**src/sv/bgbe_pkg.sv**
```systemverilog
`timescale 1ns / 1ps
// ----------------------------------------------------------------------------
// bgbe_pkg: shared types and constants of the grid boundary edge extractor
// Holds the configuration register map, the job and result records and
// the table of the twelve result positions per finished cell.
// ----------------------------------------------------------------------------
package bgbe_pkg;

    localparam int SIZE_W      = 9;   // grid_width / grid_height register width
    localparam int CELL_W      = 5;   // cell_size register width
    localparam int CFG_ADDR_W  = 2;
    localparam int CFG_DATA_W  = 9;
    localparam int COORD_W     = 13;
    localparam int N_SLOTS     = 12;
    localparam int SLOT_W      = 4;
    localparam int QUEUE_DEPTH = 4;
    localparam int QPTR_W      = 2;
    localparam int QCNT_W      = 3;

    typedef enum logic [CFG_ADDR_W-1:0] {
        CFG_GRID_WIDTH  = 2'd0,
        CFG_GRID_HEIGHT = 2'd1,
        CFG_CELL_SIZE   = 2'd2
    } t_cfg_idx;

    localparam logic KIND_SEGMENT = 1'b0;
    localparam logic KIND_POINT   = 1'b1;

    // result positions, in emission order
    localparam logic [SLOT_W-1:0] SLOT_TOP_SEG       = 4'd0;
    localparam logic [SLOT_W-1:0] SLOT_TOP_PT_TL     = 4'd1;
    localparam logic [SLOT_W-1:0] SLOT_TOP_PT_TR     = 4'd2;
    localparam logic [SLOT_W-1:0] SLOT_RIGHT_SEG     = 4'd3;
    localparam logic [SLOT_W-1:0] SLOT_RIGHT_PT_TR   = 4'd4;
    localparam logic [SLOT_W-1:0] SLOT_RIGHT_PT_BR   = 4'd5;
    localparam logic [SLOT_W-1:0] SLOT_BOTTOM_SEG    = 4'd6;
    localparam logic [SLOT_W-1:0] SLOT_BOTTOM_PT_BR  = 4'd7;
    localparam logic [SLOT_W-1:0] SLOT_BOTTOM_PT_BL  = 4'd8;
    localparam logic [SLOT_W-1:0] SLOT_LEFT_SEG      = 4'd9;
    localparam logic [SLOT_W-1:0] SLOT_LEFT_PT_BL    = 4'd10;
    localparam logic [SLOT_W-1:0] SLOT_LEFT_PT_TL    = 4'd11;

    typedef struct packed {
        logic [N_SLOTS-1:0] mask;
        logic [COORD_W-1:0] x0;
        logic [COORD_W-1:0] x1;
        logic [COORD_W-1:0] y0;
        logic [COORD_W-1:0] y1;
    } t_job;

    typedef struct packed {
        logic full;
        logic empty;
    } t_fifo_stat;

    typedef struct packed {
        logic               kind;
        logic [COORD_W-1:0] sx;
        logic [COORD_W-1:0] sy;
        logic [COORD_W-1:0] ex;
        logic [COORD_W-1:0] ey;
    } t_result;

    // Which positions fire, from the four empty-neighbor flags.
    function automatic logic [N_SLOTS-1:0] build_mask(input logic e_top, input logic e_right,
                                                      input logic e_bottom, input logic e_left);
        logic [N_SLOTS-1:0] m;
        m                    = '0;
        m[SLOT_TOP_SEG]      = e_top;
        m[SLOT_TOP_PT_TL]    = e_top & e_left;
        m[SLOT_TOP_PT_TR]    = e_top & e_right;
        m[SLOT_RIGHT_SEG]    = e_right;
        m[SLOT_RIGHT_PT_TR]  = e_right & e_top;
        m[SLOT_RIGHT_PT_BR]  = e_right & e_bottom;
        m[SLOT_BOTTOM_SEG]   = e_bottom;
        m[SLOT_BOTTOM_PT_BR] = e_bottom & e_right;
        m[SLOT_BOTTOM_PT_BL] = e_bottom & e_left;
        m[SLOT_LEFT_SEG]     = e_left;
        m[SLOT_LEFT_PT_BL]   = e_left & e_bottom;
        m[SLOT_LEFT_PT_TL]   = e_left & e_top;
        return m;
    endfunction

    function automatic t_result mk_seg(input logic [COORD_W-1:0] sx, input logic [COORD_W-1:0] sy,
                                       input logic [COORD_W-1:0] ex, input logic [COORD_W-1:0] ey);
        t_result r;
        r.kind = KIND_SEGMENT;
        r.sx   = sx;
        r.sy   = sy;
        r.ex   = ex;
        r.ey   = ey;
        return r;
    endfunction

    function automatic t_result mk_pt(input logic [COORD_W-1:0] px, input logic [COORD_W-1:0] py);
        t_result r;
        r.kind = KIND_POINT;
        r.sx   = px;
        r.sy   = py;
        r.ex   = px;
        r.ey   = py;
        return r;
    endfunction

    function automatic t_result slot_result(input logic [SLOT_W-1:0] slot, input t_job job);
        t_result r;
        unique case (slot)
            SLOT_TOP_SEG:      r = mk_seg(job.x0, job.y0, job.x1, job.y0);
            SLOT_TOP_PT_TL:    r = mk_pt(job.x0, job.y0);
            SLOT_TOP_PT_TR:    r = mk_pt(job.x1, job.y0);
            SLOT_RIGHT_SEG:    r = mk_seg(job.x1, job.y0, job.x1, job.y1);
            SLOT_RIGHT_PT_TR:  r = mk_pt(job.x1, job.y0);
            SLOT_RIGHT_PT_BR:  r = mk_pt(job.x1, job.y1);
            SLOT_BOTTOM_SEG:   r = mk_seg(job.x1, job.y1, job.x0, job.y1);
            SLOT_BOTTOM_PT_BR: r = mk_pt(job.x1, job.y1);
            SLOT_BOTTOM_PT_BL: r = mk_pt(job.x0, job.y1);
            SLOT_LEFT_SEG:     r = mk_seg(job.x0, job.y1, job.x0, job.y0);
            SLOT_LEFT_PT_BL:   r = mk_pt(job.x0, job.y1);
            SLOT_LEFT_PT_TL:   r = mk_pt(job.x0, job.y0);
            default:           r = mk_seg(job.x0, job.y0, job.x0, job.y0);
        endcase
        return r;
    endfunction

endpackage

```
**src/sv/bgbe_front.sv**
```systemverilog
`timescale 1ns / 1ps
// ----------------------------------------------------------------------------
// bgbe_front: cell intake, column ring store and cell classification
// Tracks the raster position, keeps the last three columns in two mirrored
// one-bit stores (two read ports each) and turns every finished solid cell
// with an empty neighbor into a job for the result sequencer.
// ----------------------------------------------------------------------------
module bgbe_front #(
    parameter int MAX_COLUMNS = 256,
    parameter int MAX_ROWS    = 256
) (
    input  logic                        i_clk,
    input  logic                        i_rst_n,
    input  logic                        i_in_valid,
    output logic                        o_in_ready,
    input  logic                        i_cell_solid,
    input  logic [bgbe_pkg::SIZE_W-1:0] i_grid_width,
    input  logic [bgbe_pkg::SIZE_W-1:0] i_grid_height,
    input  logic [bgbe_pkg::CELL_W-1:0] i_cell_size,
    input  bgbe_pkg::t_fifo_stat        i_q_stat,
    output logic                        o_push,
    output bgbe_pkg::t_job              o_job
);
    import bgbe_pkg::*;

    localparam int CW    = $clog2(MAX_COLUMNS + 2);
    localparam int RW    = (MAX_ROWS > 1) ? $clog2(MAX_ROWS) : 1;
    localparam int HW    = $clog2(MAX_ROWS + 1);
    localparam int LCW   = (CW > SIZE_W) ? CW : SIZE_W;
    localparam int LHW   = (HW > SIZE_W) ? HW : SIZE_W;
    localparam int DEPTH = 3 * MAX_ROWS;
    localparam int AW    = $clog2(DEPTH);
    localparam int PXW   = (CW + CELL_W > COORD_W) ? CW + CELL_W : COORD_W;
    localparam int PYW   = (RW + CELL_W > COORD_W) ? RW + CELL_W : COORD_W;

    localparam logic [LCW-1:0] MAXC = LCW'(MAX_COLUMNS);
    localparam logic [LHW-1:0] MAXR = LHW'(MAX_ROWS);

    function automatic logic [1:0] inc3(input logic [1:0] s);
        return (s == 2'd2) ? 2'd0 : s + 2'd1;
    endfunction

    function automatic logic [1:0] dec3(input logic [1:0] s);
        return (s == 2'd0) ? 2'd2 : s - 2'd1;
    endfunction

    function automatic logic [AW-1:0] addr_of(input logic [1:0] slot, input logic [RW-1:0] row);
        logic [AW-1:0] base;
        unique case (slot)
            2'd1:    base = AW'(MAX_ROWS);
            2'd2:    base = AW'(2 * MAX_ROWS);
            default: base = '0;
        endcase
        return base + AW'(row);
    endfunction

    // effective grid size, clamped to 1..MAX
    logic [LCW-1:0] w_ext, w_lim;
    logic [LHW-1:0] h_ext, h_lim;
    logic [CW-1:0]  w_eff;
    logic [HW-1:0]  h_eff;

    assign w_ext = LCW'(i_grid_width);
    assign h_ext = LHW'(i_grid_height);
    assign w_lim = (w_ext == '0) ? LCW'(1) : ((w_ext > MAXC) ? MAXC : w_ext);
    assign h_lim = (h_ext == '0) ? LHW'(1) : ((h_ext > MAXR) ? MAXR : h_ext);
    assign w_eff = CW'(w_lim);
    assign h_eff = HW'(h_lim);

    // raster position; r_slot is r_col mod 3
    logic [CW-1:0] r_col, n_col;
    logic [RW-1:0] r_row, n_row;
    logic [1:0]    r_slot, n_slot;

    logic          roll, wrap, last_row;
    logic [CW-1:0] col_pre, col_c;
    logic [1:0]    slot_pre, slot_c, slot_x, slot_xm;
    logic [RW-1:0] row_c;
    logic [HW-1:0] row_plus;
    logic          has_above, has_below, has_left, has_right, finish, wr_en;
    logic [AW-1:0] addr_above, addr_below, addr_cell, addr_left, addr_wr;

    logic          accept, s1_go, emit;

    always_comb begin
        roll     = HW'(r_row) >= h_eff;
        col_pre  = roll ? r_col + CW'(1) : r_col;
        slot_pre = roll ? inc3(r_slot) : r_slot;
        wrap     = col_pre > w_eff;
        col_c    = wrap ? '0 : col_pre;
        slot_c   = wrap ? 2'd0 : slot_pre;
        row_c    = roll ? '0 : r_row;
        row_plus = HW'(row_c) + HW'(1);
        last_row = row_plus >= h_eff;

        finish    = col_c != '0;
        has_left  = col_c >= CW'(2);
        has_right = col_c < w_eff;
        has_above = row_c != '0;
        has_below = !last_row;
        wr_en     = col_c < w_eff;

        slot_x  = dec3(slot_c);
        slot_xm = inc3(slot_c);

        addr_above = addr_of(slot_x, has_above ? row_c - RW'(1) : row_c);
        addr_below = addr_of(slot_x, has_below ? RW'(row_plus) : row_c);
        addr_cell  = addr_of(slot_x, row_c);
        addr_left  = addr_of(slot_xm, row_c);
        addr_wr    = addr_of(slot_c, row_c);

        // advance to the next raster position
        if (last_row) begin
            n_row  = '0;
            n_col  = (col_c >= w_eff) ? '0 : col_c + CW'(1);
            n_slot = (col_c >= w_eff) ? 2'd0 : inc3(slot_c);
        end else begin
            n_row  = RW'(row_plus);
            n_col  = col_c;
            n_slot = slot_c;
        end
    end

    always_ff @(posedge i_clk) begin
        if (!i_rst_n) begin
            r_col  <= '0;
            r_row  <= '0;
            r_slot <= 2'd0;
        end else if (accept) begin
            r_col  <= n_col;
            r_row  <= n_row;
            r_slot <= n_slot;
        end
    end

    // mirrored column stores: copy A serves the vertical neighbors,
    // copy B the cell itself and its left neighbor
    logic r_store_a [DEPTH];
    logic r_store_b [DEPTH];
    logic r_rd_above, r_rd_below, r_rd_cell, r_rd_left;

    always_ff @(posedge i_clk) begin
        if (accept) begin
            if (wr_en) begin
                r_store_a[addr_wr] <= i_cell_solid;
            end
            r_rd_above <= r_store_a[addr_above];
            r_rd_below <= r_store_a[addr_below];
        end
    end

    always_ff @(posedge i_clk) begin
        if (accept) begin
            if (wr_en) begin
                r_store_b[addr_wr] <= i_cell_solid;
            end
            r_rd_cell <= r_store_b[addr_cell];
            r_rd_left <= r_store_b[addr_left];
        end
    end

    // classification stage
    logic          r_s1_valid;
    logic          r_s1_finish, r_s1_has_above, r_s1_has_below, r_s1_has_left, r_s1_has_right;
    logic          r_s1_solid;
    logic [CW-1:0] r_s1_x;
    logic [RW-1:0] r_s1_y;

    always_ff @(posedge i_clk) begin
        if (!i_rst_n) begin
            r_s1_valid <= 1'b0;
        end else if (s1_go) begin
            r_s1_valid <= accept;
        end
    end

    always_ff @(posedge i_clk) begin
        if (accept) begin
            r_s1_finish    <= finish;
            r_s1_has_above <= has_above;
            r_s1_has_below <= has_below;
            r_s1_has_left  <= has_left;
            r_s1_has_right <= has_right;
            r_s1_solid     <= i_cell_solid;
            r_s1_x         <= col_c - CW'(1);
            r_s1_y         <= row_c;
        end
    end

    logic           e_top, e_right, e_bottom, e_left;
    logic [PXW-1:0] prod_x;
    logic [PYW-1:0] prod_y;

    always_comb begin
        e_top    = r_s1_has_above & !r_rd_above;
        e_bottom = r_s1_has_below & !r_rd_below;
        e_left   = r_s1_has_left & !r_rd_left;
        e_right  = r_s1_has_right & !r_s1_solid;
        emit     = r_s1_finish & r_rd_cell & (e_top | e_right | e_bottom | e_left);

        prod_x = PXW'(r_s1_x) * PXW'(i_cell_size);
        prod_y = PYW'(r_s1_y) * PYW'(i_cell_size);

        o_job.mask = build_mask(e_top, e_right, e_bottom, e_left);
        o_job.x0   = prod_x[COORD_W-1:0];
        o_job.x1   = prod_x[COORD_W-1:0] + COORD_W'(i_cell_size);
        o_job.y0   = prod_y[COORD_W-1:0];
        o_job.y1   = prod_y[COORD_W-1:0] + COORD_W'(i_cell_size);
    end

    // hold the stage only while it carries a job the queue cannot take
    assign s1_go      = !r_s1_valid || !emit || !i_q_stat.full;
    assign o_in_ready = s1_go;
    assign accept     = i_in_valid && s1_go;
    assign o_push     = r_s1_valid && emit && !i_q_stat.full;

endmodule

```
**src/sv/bgbe_queue.sv**
```systemverilog
`timescale 1ns / 1ps
// ----------------------------------------------------------------------------
// bgbe_queue: job queue between classification and result sequencing
// Small register queue; lets the intake keep running while a burst of
// results is drained.
// ----------------------------------------------------------------------------
module bgbe_queue (
    input  logic                 i_clk,
    input  logic                 i_rst_n,
    input  logic                 i_push,
    input  bgbe_pkg::t_job       i_job,
    input  logic                 i_pop,
    output bgbe_pkg::t_job       o_head,
    output bgbe_pkg::t_fifo_stat o_stat
);
    import bgbe_pkg::*;

    t_job              r_entry [QUEUE_DEPTH];
    logic [QPTR_W-1:0] r_wr_ptr, r_rd_ptr;
    logic [QCNT_W-1:0] r_count;

    always_ff @(posedge i_clk) begin
        if (i_push) begin
            r_entry[r_wr_ptr] <= i_job;
        end
    end

    always_ff @(posedge i_clk) begin
        if (!i_rst_n) begin
            r_wr_ptr <= '0;
            r_rd_ptr <= '0;
            r_count  <= '0;
        end else begin
            if (i_push) begin
                r_wr_ptr <= r_wr_ptr + QPTR_W'(1);
            end
            if (i_pop) begin
                r_rd_ptr <= r_rd_ptr + QPTR_W'(1);
            end
            unique case ({i_push, i_pop})
                2'b10:   r_count <= r_count + QCNT_W'(1);
                2'b01:   r_count <= r_count - QCNT_W'(1);
                default: r_count <= r_count;
            endcase
        end
    end

    assign o_head       = r_entry[r_rd_ptr];
    assign o_stat.full  = r_count == QCNT_W'(QUEUE_DEPTH);
    assign o_stat.empty = r_count == '0;

endmodule

```
**src/sv/bgbe_back.sv**
```systemverilog
`timescale 1ns / 1ps
// ----------------------------------------------------------------------------
// bgbe_back: result sequencer
// Walks the head job's firing positions in order into an output register,
// one result per cycle unless stalled; pops the job with its last result.
// ----------------------------------------------------------------------------
module bgbe_back (
    input  logic                 i_clk,
    input  logic                 i_rst_n,
    input  bgbe_pkg::t_job       i_job,
    input  bgbe_pkg::t_fifo_stat i_q_stat,
    output logic                 o_pop,
    output logic                 o_valid,
    input  logic                 i_ready,
    output bgbe_pkg::t_result    o_result,
    output logic                 o_last
);
    import bgbe_pkg::*;

    logic               r_valid;
    logic [N_SLOTS-1:0] r_done;
    t_result            r_result;
    logic               r_last;

    logic [N_SLOTS-1:0] rem, pick;
    logic [SLOT_W-1:0]  idx;
    logic               pick_last, load;

    always_comb begin
        rem       = i_job.mask & ~r_done;
        pick      = rem & (~rem + N_SLOTS'(1));
        pick_last = (rem & ~pick) == '0;
        idx       = '0;
        for (int i = 0; i < N_SLOTS; i++) begin
            if (pick[i]) begin
                idx = idx | SLOT_W'(i);
            end
        end
        load  = (!r_valid || i_ready) && !i_q_stat.empty;
        o_pop = load && pick_last;
    end

    always_ff @(posedge i_clk) begin
        if (!i_rst_n) begin
            r_valid <= 1'b0;
            r_done  <= '0;
        end else begin
            if (load) begin
                r_valid <= 1'b1;
                r_done  <= pick_last ? '0 : (r_done | pick);
            end else if (i_ready) begin
                r_valid <= 1'b0;
            end
        end
    end

    always_ff @(posedge i_clk) begin
        if (load) begin
            r_result <= slot_result(idx, i_job);
            r_last   <= pick_last;
        end
    end

    assign o_valid  = r_valid;
    assign o_result = r_result;
    assign o_last   = r_last;

endmodule

```
**src/sv/binary_grid_boundary_edges.sv**
```systemverilog
`timescale 1ns / 1ps
// Path: a cell that finishes a solid boundary cell is registered with its
//   column store reads, written to the queue, then loaded into the output register.
// Throughput: one cell per cycle while the queue has room; the sequencer emits
//   one result per cycle while the output is not stalled.
// Reset: sizes return to 200 x 200 cells of 5 pixels, position to column 0,
//   row 0; the column store is not cleared and needs no clearing pass.
// ----------------------------------------------------------------------------
// binary_grid_boundary_edges: boundary edge extraction for an occupancy grid
// Takes cells column by column, finishes the cell to the left of each one
// and emits boundary segments and their corner points as a stream.
// ----------------------------------------------------------------------------
module binary_grid_boundary_edges #(
    parameter int MAX_COLUMNS = 256,
    parameter int MAX_ROWS    = 256
) (
    input  logic                            i_clk,
    input  logic                            i_rst_n,
    // cell stream
    input  logic                            s_axis_tvalid,
    output logic                            s_axis_tready,
    input  logic [7:0]                      s_axis_tdata,  // [0] cell_solid
    // result stream
    output logic                            m_axis_tvalid,
    input  logic                            m_axis_tready,
    output logic [55:0]                     m_axis_tdata,  // start_x, start_y, end_x, end_y
    output logic [0:0]                      m_axis_tuser,  // item_kind
    output logic                            m_axis_tlast,  // run_last
    // configuration writes
    input  logic                            i_cfg_we,
    input  logic [bgbe_pkg::CFG_ADDR_W-1:0] i_cfg_addr,
    input  logic [bgbe_pkg::CFG_DATA_W-1:0] i_cfg_wdata
);
    import bgbe_pkg::*;

    // Configuration registers; a write to an unused index is dropped.
    logic [SIZE_W-1:0] r_grid_width, r_grid_height;
    logic [CELL_W-1:0] r_cell_size;

    always_ff @(posedge i_clk) begin
        if (!i_rst_n) begin
            r_grid_width  <= SIZE_W'(200);
            r_grid_height <= SIZE_W'(200);
            r_cell_size   <= CELL_W'(5);
        end else if (i_cfg_we) begin
            unique case (t_cfg_idx'(i_cfg_addr))
                CFG_GRID_WIDTH:  r_grid_width  <= i_cfg_wdata[SIZE_W-1:0];
                CFG_GRID_HEIGHT: r_grid_height <= i_cfg_wdata[SIZE_W-1:0];
                CFG_CELL_SIZE:   r_cell_size   <= i_cfg_wdata[CELL_W-1:0];
                default: ;
            endcase
        end
    end

    // Front: position tracking, column store, classification into jobs.
    t_job       front_job, q_head;
    logic       q_push, q_pop;
    t_fifo_stat q_stat;

    bgbe_front #(
        .MAX_COLUMNS (MAX_COLUMNS),
        .MAX_ROWS    (MAX_ROWS)
    ) u_front (
        .i_clk         (i_clk),
        .i_rst_n       (i_rst_n),
        .i_in_valid    (s_axis_tvalid),
        .o_in_ready    (s_axis_tready),
        .i_cell_solid  (s_axis_tdata[0]),
        .i_grid_width  (r_grid_width),
        .i_grid_height (r_grid_height),
        .i_cell_size   (r_cell_size),
        .i_q_stat      (q_stat),
        .o_push        (q_push),
        .o_job         (front_job)
    );

    // Queue: decouples intake from result bursts.
    bgbe_queue u_queue (
        .i_clk   (i_clk),
        .i_rst_n (i_rst_n),
        .i_push  (q_push),
        .i_job   (front_job),
        .i_pop   (q_pop),
        .o_head  (q_head),
        .o_stat  (q_stat)
    );

    // Back: one result per cycle into the output register while not stalled.
    t_result out_res;
    logic    out_last;

    bgbe_back u_back (
        .i_clk    (i_clk),
        .i_rst_n  (i_rst_n),
        .i_job    (q_head),
        .i_q_stat (q_stat),
        .o_pop    (q_pop),
        .o_valid  (m_axis_tvalid),
        .i_ready  (m_axis_tready),
        .o_result (out_res),
        .o_last   (out_last)
    );

    // Pack the result transaction.
    assign m_axis_tdata = {4'b0000, out_res.ey, out_res.ex, out_res.sy, out_res.sx};
    assign m_axis_tuser = out_res.kind;
    assign m_axis_tlast = out_last;

    // Never pop an empty queue.
    a_pop_nonempty: assert property (@(posedge i_clk) disable iff (!i_rst_n)
        q_pop |-> !q_stat.empty)
        else $error("job queue popped while empty");

    // Never push into a full queue.
    a_push_nonfull: assert property (@(posedge i_clk) disable iff (!i_rst_n)
        q_push |-> !q_stat.full)
        else $error("job queue pushed while full");

    // A corner point starts and ends at the same place.
    a_point_degenerate: assert property (@(posedge i_clk) disable iff (!i_rst_n)
        (m_axis_tvalid && out_res.kind == KIND_POINT) |->
            (out_res.sx == out_res.ex && out_res.sy == out_res.ey))
        else $error("corner point with distinct end");

    // Reset empties the output register.
    a_reset_idle: assert property (@(posedge i_clk)
        !i_rst_n |=> !m_axis_tvalid)
        else $error("result valid right after reset");

endmodule
```
**config.mk**
```make
export PLATFORM = sky130hd
export DESIGN_NAME = binary_grid_boundary_edges
export DESIGN_NICKNAME = d
export VERILOG_FILES = /design/src/sv/bgbe_pkg.sv /design/src/sv/bgbe_front.sv /design/src/sv/bgbe_queue.sv /design/src/sv/bgbe_back.sv /design/src/sv/binary_grid_boundary_edges.sv
export SDC_FILE = /design/constraint.sdc
export NUM_CORES = 2
export LEC_CHECK = 0
export BUFFER_PORTS_ARGS = -buffer_cell sky130_fd_sc_hd__buf_2
export CORE_MARGIN = 2
export CORE_UTILIZATION = 25
export CTS_BUF_LIST = sky130_fd_sc_hd__clkbuf_4 sky130_fd_sc_hd__clkbuf_8
export DETAILED_ROUTE_END_ITERATION = 16
export PLACE_DENSITY = 0.43
export SYNTH_ARGS = -nofsm -noshare
export SYNTH_HDL_FRONTEND = slang
export SYNTH_HIERARCHICAL = 1
export SYNTH_SLANG_ARGS = --single-unit
```
**constraint.sdc**
```tcl
create_clock -name i_clk -period 14.5 [get_ports i_clk]
set_input_delay 1.45 -clock i_clk [delete_from_list [all_inputs] [get_ports i_clk]]
set_output_delay 1.45 -clock i_clk [all_outputs]
set_load 0.1 [all_outputs]
```
Yosys cells after proc, flatten, opt, wreduce, memory -nomap -nowiden. Memory sizes are Yosys's and may differ from the RTL's. A register that Yosys moved wholly into a read port is not among the register bits. Cells that the tools add are included. W data, S select, Z words.

Word-level logic and storage cells: 183. Memory bits (writable): 1792. Bits of input ports: 24. Flip-flop bits (word level): 140. Memories kept: 3.

Add/subtract/negate cells: 20. Bitwise gates (word level): 20. Reduce and logical (&&, ||, !) cells: 36. Multiply operators: 2. Equality and inequality tests: 23. $lt $le $gt $ge: 8. Mux-type cells: 45.

Memories: u_front.r_store_a (depth 768, width 1, rd ports 2, clocked after memory_dff 2, wr ports 1, RTL line bgbe_front.sv:138) `logic r_store_a [DEPTH];`; u_front.r_store_b (depth 768, width 1, rd ports 2, clocked after memory_dff 2, wr ports 1, RTL line bgbe_front.sv:139) `logic r_store_b [DEPTH];`; u_queue.r_entry (depth 4, width 64, rd ports 1, clocked after memory_dff 1, wr ports 1, RTL line bgbe_queue.sv:18) `t_job r_entry [QUEUE_DEPTH];`.

Operators by type and width (count): $pmux W53 S8 (1); $mux W9 (8); $pmux W10 S2 (3); $add A10 B8 Y10 (5); $and A12 B12 Y12 (3); $not A12 Y12 (3); $mux W8 (4); $add A13 B5 Y13 (2); $mux W2 (11); $add A9 B1 Y9 const B (2); $ge A9 B9 Y1 (2); $gt A9 B9 Y1 const B (2); $logic_not A9 Y1 (2); $eq A4 B3 Y1 const B (4); $eq A4 B4 Y1 const B (4); $mux W4 (4); $mul A8 B5 Y13 (1); $mul A9 B5 Y13 (1); $add A12 B1 Y12 const B (1); $eq A2 B2 Y1 const B (6); $logic_not A12 Y1 (1); $mux W12 (1); $mux W3 (4); $or A12 B12 Y12 (1); other kinds (30) (78).

Longest topological paths before layout.
Depth after elaboration: 19. Gate-level depth with buffers: 42.

By module. The synthesis kept the hierarchy.

Modules (own cells, without submodules): bgbe_front (cells an instance 6047, area an instance 55669.6 sq um, instances 1); bgbe_queue (cells an instance 380, area an instance 9760.6 sq um, instances 1); bgbe_back (cells an instance 233, area an instance 3254.4 sq um, instances 1); binary_grid_boundary_edges (cells an instance 97, area an instance 964.7 sq um, instances 1).

Least setup slack after synthesis. No wires, ideal clock.

Path type: flip-flop to flip-flop. From: register u_front.r_row[0]. To: memory u_front.r_store_b[567], enable pin. Stages on the path, launching flop included: 42. Setup time: 0.300 ns. Data arrival time: 7.965 ns. Period minus slack after synthesis: 8.265 ns. Path slack: 6.235 ns. Required time: 14.200 ns. Cells stage by stage: dfxtp_1 -> inv_1 -> buf_2 -> buf_1 -> clkbuf_1 -> buf_2 -> buf_1 -> ha_1 -> nand2b_1 -> a31oi_1 -> o21a_1 -> buf_4 -> nor2_4 -> buf_2 -> buf_4 -> buf_2 -> nand2_1 -> nand2_1 -> [6 not listed] -> o21ai_0 -> a21o_1 -> and3_1 -> clkbuf_1 -> ha_1 -> nor2b_1 -> o21a_1 -> o21a_1 -> o21a_1 -> o21a_1 -> o21a_1 -> o21a_1 -> o21ai_0 -> nand3b_1 -> nor3_1 -> nand3_1 -> clkbuf_1 -> nor2_1.

Word-level cells in the longest chain between the ends: 8. Elaborated cells on any way between the ends: 15. Those cells by class: add/sub: 1; order compare: 3; eq/ne: 2; mux: 9.

RTL lines: start: declaration (RTL line bgbe_front.sv:72) `logic [RW-1:0] r_row, n_row;`; start signal: assignment (RTL line bgbe_front.sv:131) `r_row <= n_row;`; parallel branches: the longest is 8 deep, another holds $add A10 B8 Y10; end: declaration (RTL line bgbe_front.sv:139).

Several ways; the timed one is not identified.

Final worst setup path.
From: register r_grid_height[8]. To: register u_front.r_rd_below, read port of u_front.r_store_a, data pin.

Word-level cells in the longest chain between the ends: 12. Elaborated cells on any way between the ends: 20. Those cells by class: add/sub: 3; order compare: 4; eq/ne: 2; mux: 9; reduce/logical: 2.

RTL lines: start: declaration (RTL line binary_grid_boundary_edges.sv:37) `logic [SIZE_W-1:0] r_grid_width, r_grid_height;`; start signal: assignment (RTL line binary_grid_boundary_edges.sv:48) `CFG_GRID_HEIGHT: r_grid_height <= i_cfg_wdata[SIZE_W-1:0];`; $gt A9 B9 Y1 (RTL line bgbe_front.sv:66) `assign h_lim = (h_ext == '0) ? LHW'(1) : ((h_ext > MAXR) ? MAXR : h_ext);`; $mux W9 (RTL line bgbe_front.sv:66); $mux W9 * (RTL line bgbe_front.sv:66); $ge A8 B9 Y1 (RTL line bgbe_front.sv:86) `roll = HW'(r_row) >= h_eff;`; $mux W9 (RTL line bgbe_front.sv:87) `col_pre = roll ? r_col + CW'(1) : r_col;`; $gt A9 B9 Y1 (RTL line bgbe_front.sv:89) `wrap = col_pre > w_eff;`; $mux W2 (RTL line bgbe_front.sv:91) `slot_c = wrap ? 2'd0 : slot_pre;`; $sub A2 B1 Y2 / $logic_not A2 Y1 (equally long branches) (RTL line bgbe_front.sv:44) `return (s == 2'd0) ? 2'd2 : s - 2'd1;`; $mux W2 (RTL line bgbe_front.sv:44); $eq A2 B2 Y1 / $eq A2 B1 Y1 (equally long branches) (RTL line bgbe_front.sv:49) `unique case (slot)`; $pmux W10 S2 (RTL line bgbe_front.sv:49); $add A10 B8 Y10 * (RTL line bgbe_front.sv:54) `return base + AW'(row);`; end: declaration (RTL line bgbe_front.sv:140) `logic r_rd_above, r_rd_below, r_rd_cell, r_rd_left;`.

Mark *: on every way between the ends. The rest lies on a longest branch, timed or not. A chain may end at the register's enable or synchronous reset.

==> summary.md <==
| Metric | Value |
|---|---|
| Setup Crit Path Kind | reg2reg |
| Initial antenna violation count | 21 |
| CTS Sinks | 1170 |
| Clock Path Buffers | 4 |
| Via/cell ratio | 5.74 |
| Root Driver | clkbuf_8 |
| Register area | 34500 sq um |
| Total Power | 8560 uW |
| Setup ws final | 3420 ps |
| Placed Instances | 10160 |
| Seq cells post-synth | 1170 |
| Die Y | 532 um |
| Number of fill cells in the layout | 29262 |
| Skew final | 120 ps |
| CP max FO | 24 |
| Clock latency at the later pin of the worst-skew pair | 1050 ps |
| Mean Syn Cell Area | 10.3 sq um |
| Primary FF master, synth | edfxtp_1 |
| Minimum clock period | 11080 ps |
| Synth cell types | 111 |
| Worst-Margin Slew | 1460 ps |
| Worst hold path class | reg2reg |
| Largest net degree at the start of global routing | 198 |
| Post-Route WL | 332000 um |
| # nets final | 6848 |
| Slew headroom | 1.76% |
| Slew Limit Fails | 0 |
| WP data required | 15160 ps |
| Routed WL per cell | 31.4 um |
| Post_cts resized | 0 |
| GRT overflow | 0 |
| PD cells | 109 nW/um^2 |
| Global-route usage over all layers | 22.4% |
| Cts bufs inserted | 226 |
| Gpl congestion | 0.934 |
| Crit end category | flip-flop |
| I/O Pins | 84 |
| Unrepaired setup endpoints after global routing | no |
| Hold Buf Count CTS | 0 |
| Area Overhead vs Synth | 12.9% |
| Final hold viol count | 0 |
| Die footprint | 283000 sq um |
| Worst endpoint data arrival time | 11740 ps |
| Crit-path slowest cell | nor2_1 |
| Die X | 532 um |
| Clock slew at reported path FFs | 60 ps |
| DRT antenna net count | 0 |
| CP max stage delay | 730 ps |
| TritonRoute pass-1 iters | 11 |
| Area of the multi-input gates | 32500 sq um |
| Dpl ws | 4020 ps |
| Most common cell after layout, fill and taps aside | edfxtp_1 |
| Sequential element share of the synthesized area | 49.5% |
| Vias | 60689 |
| CTS tree | done |
| Core ar. | 277000 sq um |
| Crit share post-route | 76.4% |
| Flop2flop setup slack | 3420 ps |
| FMAX | 0.0903 GHz |
| DRC viols | 0 |
| Crit start category | flip-flop |
| Pleak | 0.0255 uW |
| H-tree Lvls | 4 |
| Most frequent cells in the layout | 1105 x edfxtp_1, 1023 x nor2_1, 880 x nand2_1 |
| Peak VDD IR | 64.0 uV |
| Max cap viols | 0 |
| Non-Filler Instances | 10575 |
| Ys Warns | 6 |
| Global-route wire length before repair | 457000 um |
| Layout cell share with drive strength beyond 1 | 15.3% |
| Mapped Cells | 6757 |
| Mapped Area | 69600 sq um |
| Initial DRC Count | 9122 |
| Number of synthesized flops with an enable pin | 1105 |
| Most used cell, CP | buf_4 |
| # setup viols final | 0 |
| Rows | 193 |
| Postcts setup bufs | 0 |
| DP HPWL | 197000 um |
| Vias in the first global route | 57774 |
| Initial Util | 25.2% |
| Status | finished clean |
| Port Buffer Count | 72 |
| Final TNS setup | 0 ps |
| Hold WS | 468 ps |
| Post-synthesis async set-or-reset flop share | 0% |
where the power goes:
| part | leakage (uW) | internal (uW) | switching [uW] |
|---|---|---|---|
| registers | 0.0105 | 3790 | 18.3 |
| logic | 0.0127 | 391 | 1020 |
| clock network | 0.00234 | 1780 | 1560 |
registers in the layout (all words and copies together) (netlist names), 2 cells and up, named ones only:
signal             flops
u_back/o_result       53
u_front/r_s1_y         8
u_front/r_row          8
u_queue/r_count        3
u_queue/r_entry      256
u_front/r_store_a      3
r_cell_size            5
r_grid_width           9
u_front/r_col          9
r_grid_height          9
u_front/r_store_b    765
u_front/r_slot         2
u_front/r_s1_x         9
u_queue/r_rd_ptr       2
u_back/r_done         12
u_queue/r_wr_ptr       2
layer usage:
metal | GRT usage [%] | vias to the layer above | wire length [um]
met5 | 0.371 | - | 254
met4 | 12.7 | 16 | 20800
met3 | 5.34 | 1030 | 35400
met2 | 33.2 | 4080 | 141000
met1 | 29.8 | 30528 | 135000
li1 | - | 25035 | -
worst paths after layout:
kind,start,to,cells past startpoint
setup reg to reg,r_grid_height[8],u_front/r_rd_below,30
setup / recovery,r_grid_height[8],u_front/r_rd_below,30
hold / removal,r_grid_width[0],r_grid_width[0],2
hold reg to reg,r_grid_width[0],r_grid_width[0],2
cell type report:
type / count / share of cell area [%]
antenna: 10 / 0.0318
clock buffer: 311 / 4.80
clock inverter: 94 / 0.769
inverter: 130 / 0.627
multi-input combinational: 4866 / 41.3
sequential: 1170 / 43.9
tap: 3705 / 5.90
timing repair buffer: 289 / 2.69
worst max-delay path, delay by kind of cell (launching register included):
kind	cells	cell delay, ps
xor gates and xnor gates	1	110
AOI/OAI and AO/OA	8	2600
buffers and inverters	9	3350
DFF	1	320
adders and majority gates	3	1150
and+or+nand+nor	9	3100
kinds of logic (layout without fill, tap and decap cells):
family	after synthesis	after routing	share of synthesized area (%)
and+or+nand+nor	2638	2638	16.5
AOI/OAI and AO/OA	1449	1449	14.4
DFF	1170	1170	49.5
buffers and inverters	724	824	4.67
muxes	557	557	11.0
adders and majority gates	141	141	2.97
xor gates and xnor gates	77	77	0.968
other	1	14	0.00538
through the flow:
stage | cell area [sq um] | utilization, %
after floorplan | 69700 | -
after global placement | 74200 | 26.8
after detailed placement | 74200 | 26.8
after CTS | 78600 | 28.4
after global routing | 78600 | 28.4
final | 78600 | 28.4
synthesized netlist by cell type (all sizes together), types with 40 or more instances:
master  number  area [sq um]
a211oi      89           683
a21oi      296          1500
a221oi     109           967
a22oi       40           300
a31oi      108           676
and2        63           394
and3        52           325
buf        270          1550
clkbuf     324          1220
dfxtp       65          1300
edfxtp    1105         33200
fa          41           821
ha         100          1250
inv        125           469
mux2       130          1500
mux2i      278          2780
mux4       149          3370
nand2      904          3390
nand2b      61           382
nand3      251          1270
nor2      1036          3930
nor2b       69           432
nor3        68           374
o211ai      62           485
o21ai      241          1220
o221ai      59           517
o22ai       91           569
xnor2       51           447
(Power assumes the default switching activity.)
